==> src/design/fla_pkg.sv <==
// shared types and constants for the free list node allocator
// used by fla_ctrl, fla_dp and free_list_node_allocator
package fla_pkg;

   localparam int MAX_NODES = 1024;
   localparam int ID_SPACE  = 1024;
   localparam int ID_W      = 10;
   localparam int LINK_W    = 11;
   localparam int OP_W      = 2;
   localparam int STATUS_W  = 2;
   localparam int TDATA_W   = 16;
   localparam int TUSER_W   = 2;

   localparam int POOL_LIMIT_INT = (MAX_NODES < ID_SPACE) ? MAX_NODES : ID_SPACE;
   localparam logic [LINK_W-1:0] POOL_LIMIT = LINK_W'(POOL_LIMIT_INT);
   localparam logic [LINK_W-1:0] LINK_NULL  = '1;

   localparam logic [OP_W-1:0] OP_ALLOC  = 2'd0;
   localparam logic [OP_W-1:0] OP_FREE   = 2'd1;
   localparam logic [OP_W-1:0] OP_LOOKUP = 2'd2;

   localparam logic [STATUS_W-1:0] ST_OK    = 2'd0;
   localparam logic [STATUS_W-1:0] ST_FULL  = 2'd1;
   localparam logic [STATUS_W-1:0] ST_RANGE = 2'd2;

   typedef struct packed {
      logic accept;
      logic finish;
   } dp_cmd_type;

   typedef struct packed {
      logic needs_read;
   } dp_sts_type;

endpackage

==> src/design/fla_ctrl.sv <==
// controller for the free list node allocator: handshakes and pop sequencing
// depends on fla_pkg
module fla_ctrl (
   input  logic               clock,
   input  logic               reset,
   input  logic               req_tvalid,
   output logic               req_tready,
   output logic               rsp_tvalid,
   input  logic               rsp_tready,
   input  fla_pkg::dp_sts_type sts,
   output fla_pkg::dp_cmd_type cmd
);
   import fla_pkg::*;

   localparam logic S_IDLE = 1'b0;
   localparam logic S_POP  = 1'b1;

   logic state_ff, state_in;
   logic rsp_valid_ff, rsp_valid_in;
   logic slot_free;
   logic load;

   assign slot_free  = !rsp_valid_ff || rsp_tready;
   assign req_tready = (state_ff == S_IDLE) && slot_free;
   assign rsp_tvalid = rsp_valid_ff;

   always_comb begin
      state_in   = state_ff;
      cmd.accept = 1'b0;
      cmd.finish = 1'b0;
      load       = 1'b0;
      unique case (state_ff)
         S_IDLE: begin
            if (req_tvalid && slot_free) begin
               cmd.accept = 1'b1;
               if (sts.needs_read) begin
                  state_in = S_POP;
               end else begin
                  load = 1'b1;
               end
            end
         end
         S_POP: begin
            if (slot_free) begin
               cmd.finish = 1'b1;
               load       = 1'b1;
               state_in   = S_IDLE;
            end
         end
         default: state_in = S_IDLE;
      endcase
   end

   always_comb begin
      if (load) begin
         rsp_valid_in = 1'b1;
      end else if (rsp_tready) begin
         rsp_valid_in = 1'b0;
      end else begin
         rsp_valid_in = rsp_valid_ff;
      end
   end

   always_ff @(posedge clock) begin
      if (reset) begin
         state_ff     <= S_IDLE;
         rsp_valid_ff <= 1'b0;
      end else begin
         state_ff     <= state_in;
         rsp_valid_ff <= rsp_valid_in;
      end
   end

endmodule

==> config.mk <==
export PLATFORM = sky130hd
export DESIGN_NAME = fla_ctrl
export DESIGN_NICKNAME = d
export VERILOG_FILES = /design/src/design/fla_pkg.sv /design/src/design/fla_ctrl.sv
export SDC_FILE = /design/constraint.sdc
export NUM_CORES = 1
export LEC_CHECK = 0
export ABC_AREA = 1
export ABC_CLOCK_PERIOD_IN_PS = 1500
export BUFFER_PORTS_ARGS = -buffer_cell sky130_fd_sc_hd__buf_2
export CORE_AREA = 5 5 42 44
export CTS_BUF_LIST = sky130_fd_sc_hd__clkbuf_8 sky130_fd_sc_hd__clkbuf_16
export CTS_CLUSTER_DIAMETER = 100
export DETAILED_ROUTE_END_ITERATION = 7
export DIE_AREA = 0 0 47 49
export PLACE_DENSITY = 0.3
export RECOVER_POWER = 25
export SKIP_LAST_GASP = 1
export SYNTH_ARGS = -nofsm -noshare
export SYNTH_HDL_FRONTEND = slang
export SYNTH_SLANG_ARGS = --single-unit
==> constraint.sdc <==
create_clock -name clock -period 1.5 [get_ports clock]
set_input_delay 0.15 -clock clock [delete_from_list [all_inputs] [get_ports clock]]
set_output_delay 0.15 -clock clock [all_outputs]
set_load 0.005 [all_outputs]
Word-level counts from Yosys, hierarchy flattened
Cells that the tools add are included.

Bitwise operators: 1. Multiplexer cells: 13. Reductions and logical operators: 5.

Operator list (number): $mux 1 (11); $pmux 1 s2 (2); $logic_and 1x1->1 (2); $reduce_bool 2->1 (1); $logic_not 1->1 (1); $logic_or 1x1->1 (1); $not 1->1 (1).

Word-level logic and storage cells: 21. Flip-flop bits (word level): 2. Input bits: 5.

Depth between registers and ports, before layout
Depth in word-level cells: 6. Gate-level depth with buffers: 5. Mapped depth without buffers: 5.

Worst setup path after synthesis
OpenSTA, ideal clock, no wires.

Path kind: reg-to-output. Start: register rsp_valid_ff, in the netlist rsp_tvalid. End: output port cmd[1] in the netlist's numbering. Setup slack: 753 ps. Stages on the path, launching flop included: 4. Arrival time: 597 ps. Buffers on the path: 0. Cells stage by stage: dfxtp_1 nand2_2 inv_2 nor3_1.

RTL lines: from (decl) (line fla_ctrl.sv:19) `logic rsp_valid_ff, rsp_valid_in;`; from (signal assigned) (line fla_ctrl.sv:70) `rsp_valid_ff <= rsp_valid_in;`; to (decl) (line fla_ctrl.sv:11) `output fla_pkg::dp_cmd_type cmd`.

Final worst setup path
Start: register state_ff. End: output port req_tready.

Cells in the longest elaborated chain, start to end: 2.

RTL lines: from (decl) (line fla_ctrl.sv:18) `logic state_ff, state_in;`; from (signal assigned) (line fla_ctrl.sv:69) `state_ff <= state_in;`; $not 1->1; $logic_and 1x1->1 (line fla_ctrl.sv:24) `assign req_tready = (state_ff == S_IDLE) && slot_free;`; to (decl) (line fla_ctrl.sv:7) `output logic req_tready,`.

Every way passes these cells.

==> metrics.cfg <==
[layout]
num_antenna_cells = 0
final_core_utilization = 0.1554
n_fill_cell = 168
drive_gt1_frac = 0.5172
post_layout_nonfiller_instances = 45
design.final.nets = 36
layout-area-overhead-vs-synth_pct = 87.10

[pwr]
irDropWorstVdd_v = 0.0005832
net-switching-power_uw = 57.82
clockPowerShare = 0.700
power-per-cell-area_nw_per_um2 = 1374
comb_power_share = 0.102
swShare = 0.1933
power_report.internal_total_uw = 241.3
seq_power_share = 0.199
power_leakage_uw = 0.0001250

[floorplan]
floorplan.die_area_sq_um = 2303
floorplan.rows = 14
die-width_microns = 47
ios = 9
die_y_microns = 49
initial_utilization = 0.08304
floorplan.core_area_sq_um = 1401

[global_route]
grt_start_max_net_pins = 5
grt_antenna_before_repair = 0
globalRoute.totalOverflow = 0
grt_first_pass_wirelength_microns = 607
grt_pass1_vias = 162
track_usage = 0.04216

[worst_setup_path]
critPathArrivalTime_ps = 890
path_max_fanout = 4
criticalPathCategory = flop to output pin
critPathRequiredTime_ps = 1350
cp-start-kind = flop
timing.critical_path.to_type = output pin

[logic_synthesis]
postSynthAreaPerCell_sq_um = 6.465
synthCells = 18
mappedNetlistNets = 23
synth_sequential_area_ratio = 0.3441
synthDistinctLibCells = 10
netlist_area_sq_um = 116.4
count_of_state_elements_after_synthesis = 2
synth-warning-count = 0

[detailed_routing]
iteration_count_of_the_initial_detailed_routing_pass = 1
totalWireLength_microns = 336
first_iter_violations = 0
via_per_inst = 3.000
drc = 0
vias = 135
antenna_violating_nets_post_route = 0
wl_per_cell_microns = 7.467

[clocking]
cts_tree = built
clkSlewWorstSetupHoldPaths_ps = 30
cts_resized = 0
cts-htree-levels = 1
cts_made_buffers = 3
cts_setup_buffers = 0
ctsRootBufferMaster = clkbuf_8
insertion_delay_ps = 210
clkSinkCount = 2
cts_max_path_buffers = 2
cts_hold_repair.buffers = 0

[timing]
timing.max_slew.rel_slack = 0.9121
rsz0062_at_grt = false
maxSlewViolCount = 0
worst-slew-pin-transition_ps = 130.9
finalClockSkew_ps = 1.800
final_hold_viol_count = 0
final.period_utilization = 0.6941
setup-violations-final = 0
max_freq_ghz = 0.9605
tns_ps = 0
period_minus_slack_ps = 1041

[placed_design]
placement.io_buffers = 8
gp_congestion = 0.6987
hpwl_microns = 270.1
post-place-cells = 42

[run]
max-cap-violations = 0

[worst_hold_path]
min_path_type = input port to flop

[status]
outcome = finished clean

-- power by group through the flow --
| stage | clock network, uW | logic (uW) | registers [uW] |
|---|---|---|---|
| floorplan | 0 | 15.2 | 60.2 |
| global placement | 0 | 31.4 | 60.5 |
| detailed placement | 0 | 30.9 | 60.1 |
| CTS | 219 | 31.1 | 59.4 |
| global route | 229 | 35.9 | 59.9 |
| finish | 209 | 30.4 | 59.4 |
-- cell families after synthesis --
| logic type | after synthesis | share of synthesized area |
|---|---|---|
| flip-flops | 2 | 0.3441 |
| AND/OR/NAND/NOR | 8 | 0.3224 |
| AO/OA/AOI/OAI | 2 | 0.1398 |
| buffers and inverters | 6 | 0.1935 |
-- critical path, cell delays in order, from the launching register on --
cell and delay [ps]:
dfxtp_1 370, inv_1 70, nand2_1 80, inv_1 50, buf_2 120
-- per-layer routing --
layer	vias up	part of all wire	GRT usage
met4	0	0	0.01382
li1	74	-	-
met3	0	0.24	0.07380
met5	-	0	0
met2	11	0.22	0.04525
met1	50	0.53	0.03712
-- sequential cells by signal, summed over array words and instances, names as in the netlist --
register    cells
state_ff        1
rsp_tvalid      1
-- cells in the final DEF, fill, tap and decap left out --
| cell | n |
|---|---|
| buf_2 | 8 |
| inv_1 | 5 |
| nor3_1 | 1 |
| dfxtp_1 | 2 |
| clkbuf_8 | 3 |
| nor2_1 | 3 |
| inv_2 | 1 |
| nand3_1 | 1 |
| nand2_1 | 1 |
| a21oi_2 | 1 |
| nand2_2 | 2 |
| o21bai_1 | 1 |
-- path summary, 6_finish.rpt --
kind                                from          to  slack, ps  cells past startpoint
worst max register to register  state_ff  rsp_tvalid        770                      4
worst min-delay path               reset    state_ff        110                      2
worst min register to register  state_ff    state_ff        490                      2
worst max-delay path            state_ff  req_tready        460                      4
-- cell type report --
class / instances / area, sq um / share of cell area
clock buffers: 3 / 41.29 / 0.1897
inverters: 6 / 22.52 / 0.1034
multi-input cells: 10 / 53.80 / 0.2471
flip-flops and latches: 2 / 40.04 / 0.1839
well taps: 16 / 20.02 / 0.09195
repair buffers: 8 / 40.04 / 0.1839
-- per-stage QoR --
| step | hold slack [ps] | setup slack, ps | instance area, sq um | power [uW] |
|---|---|---|---|---|
| 2_1_floorplan | 212.4 | 753.5 | 116.4 | 75.41 |
| 3_3_place_gp | 332.2 | 641.7 | 176.4 | 91.94 |
| 3_5_place_dp | 327.3 | 667.6 | 176.4 | 90.99 |
| 4_1_cts | 106.2 | 440.2 | 217.7 | 309.1 |
| 5_1_grt | 123.0 | 358.1 | 217.7 | 325.1 |
| 6_report | 109.9 | 458.9 | 217.7 | 299.1 |
-- synth_stat cells --
| master | number | share of area |
|---|---|---|
| a21oi_2 | 1 | 0.075 |
| dfxtp_1 | 2 | 0.34 |
| inv_1 | 5 | 0.16 |
| inv_2 | 1 | 0.032 |
| nand2_1 | 1 | 0.032 |
| nand2_2 | 2 | 0.11 |
| nand3_1 | 1 | 0.043 |
| nor2_1 | 3 | 0.097 |
| nor3_1 | 1 | 0.043 |
| o21bai_1 | 1 | 0.065 |
Power figures use the tool's default switching activity.
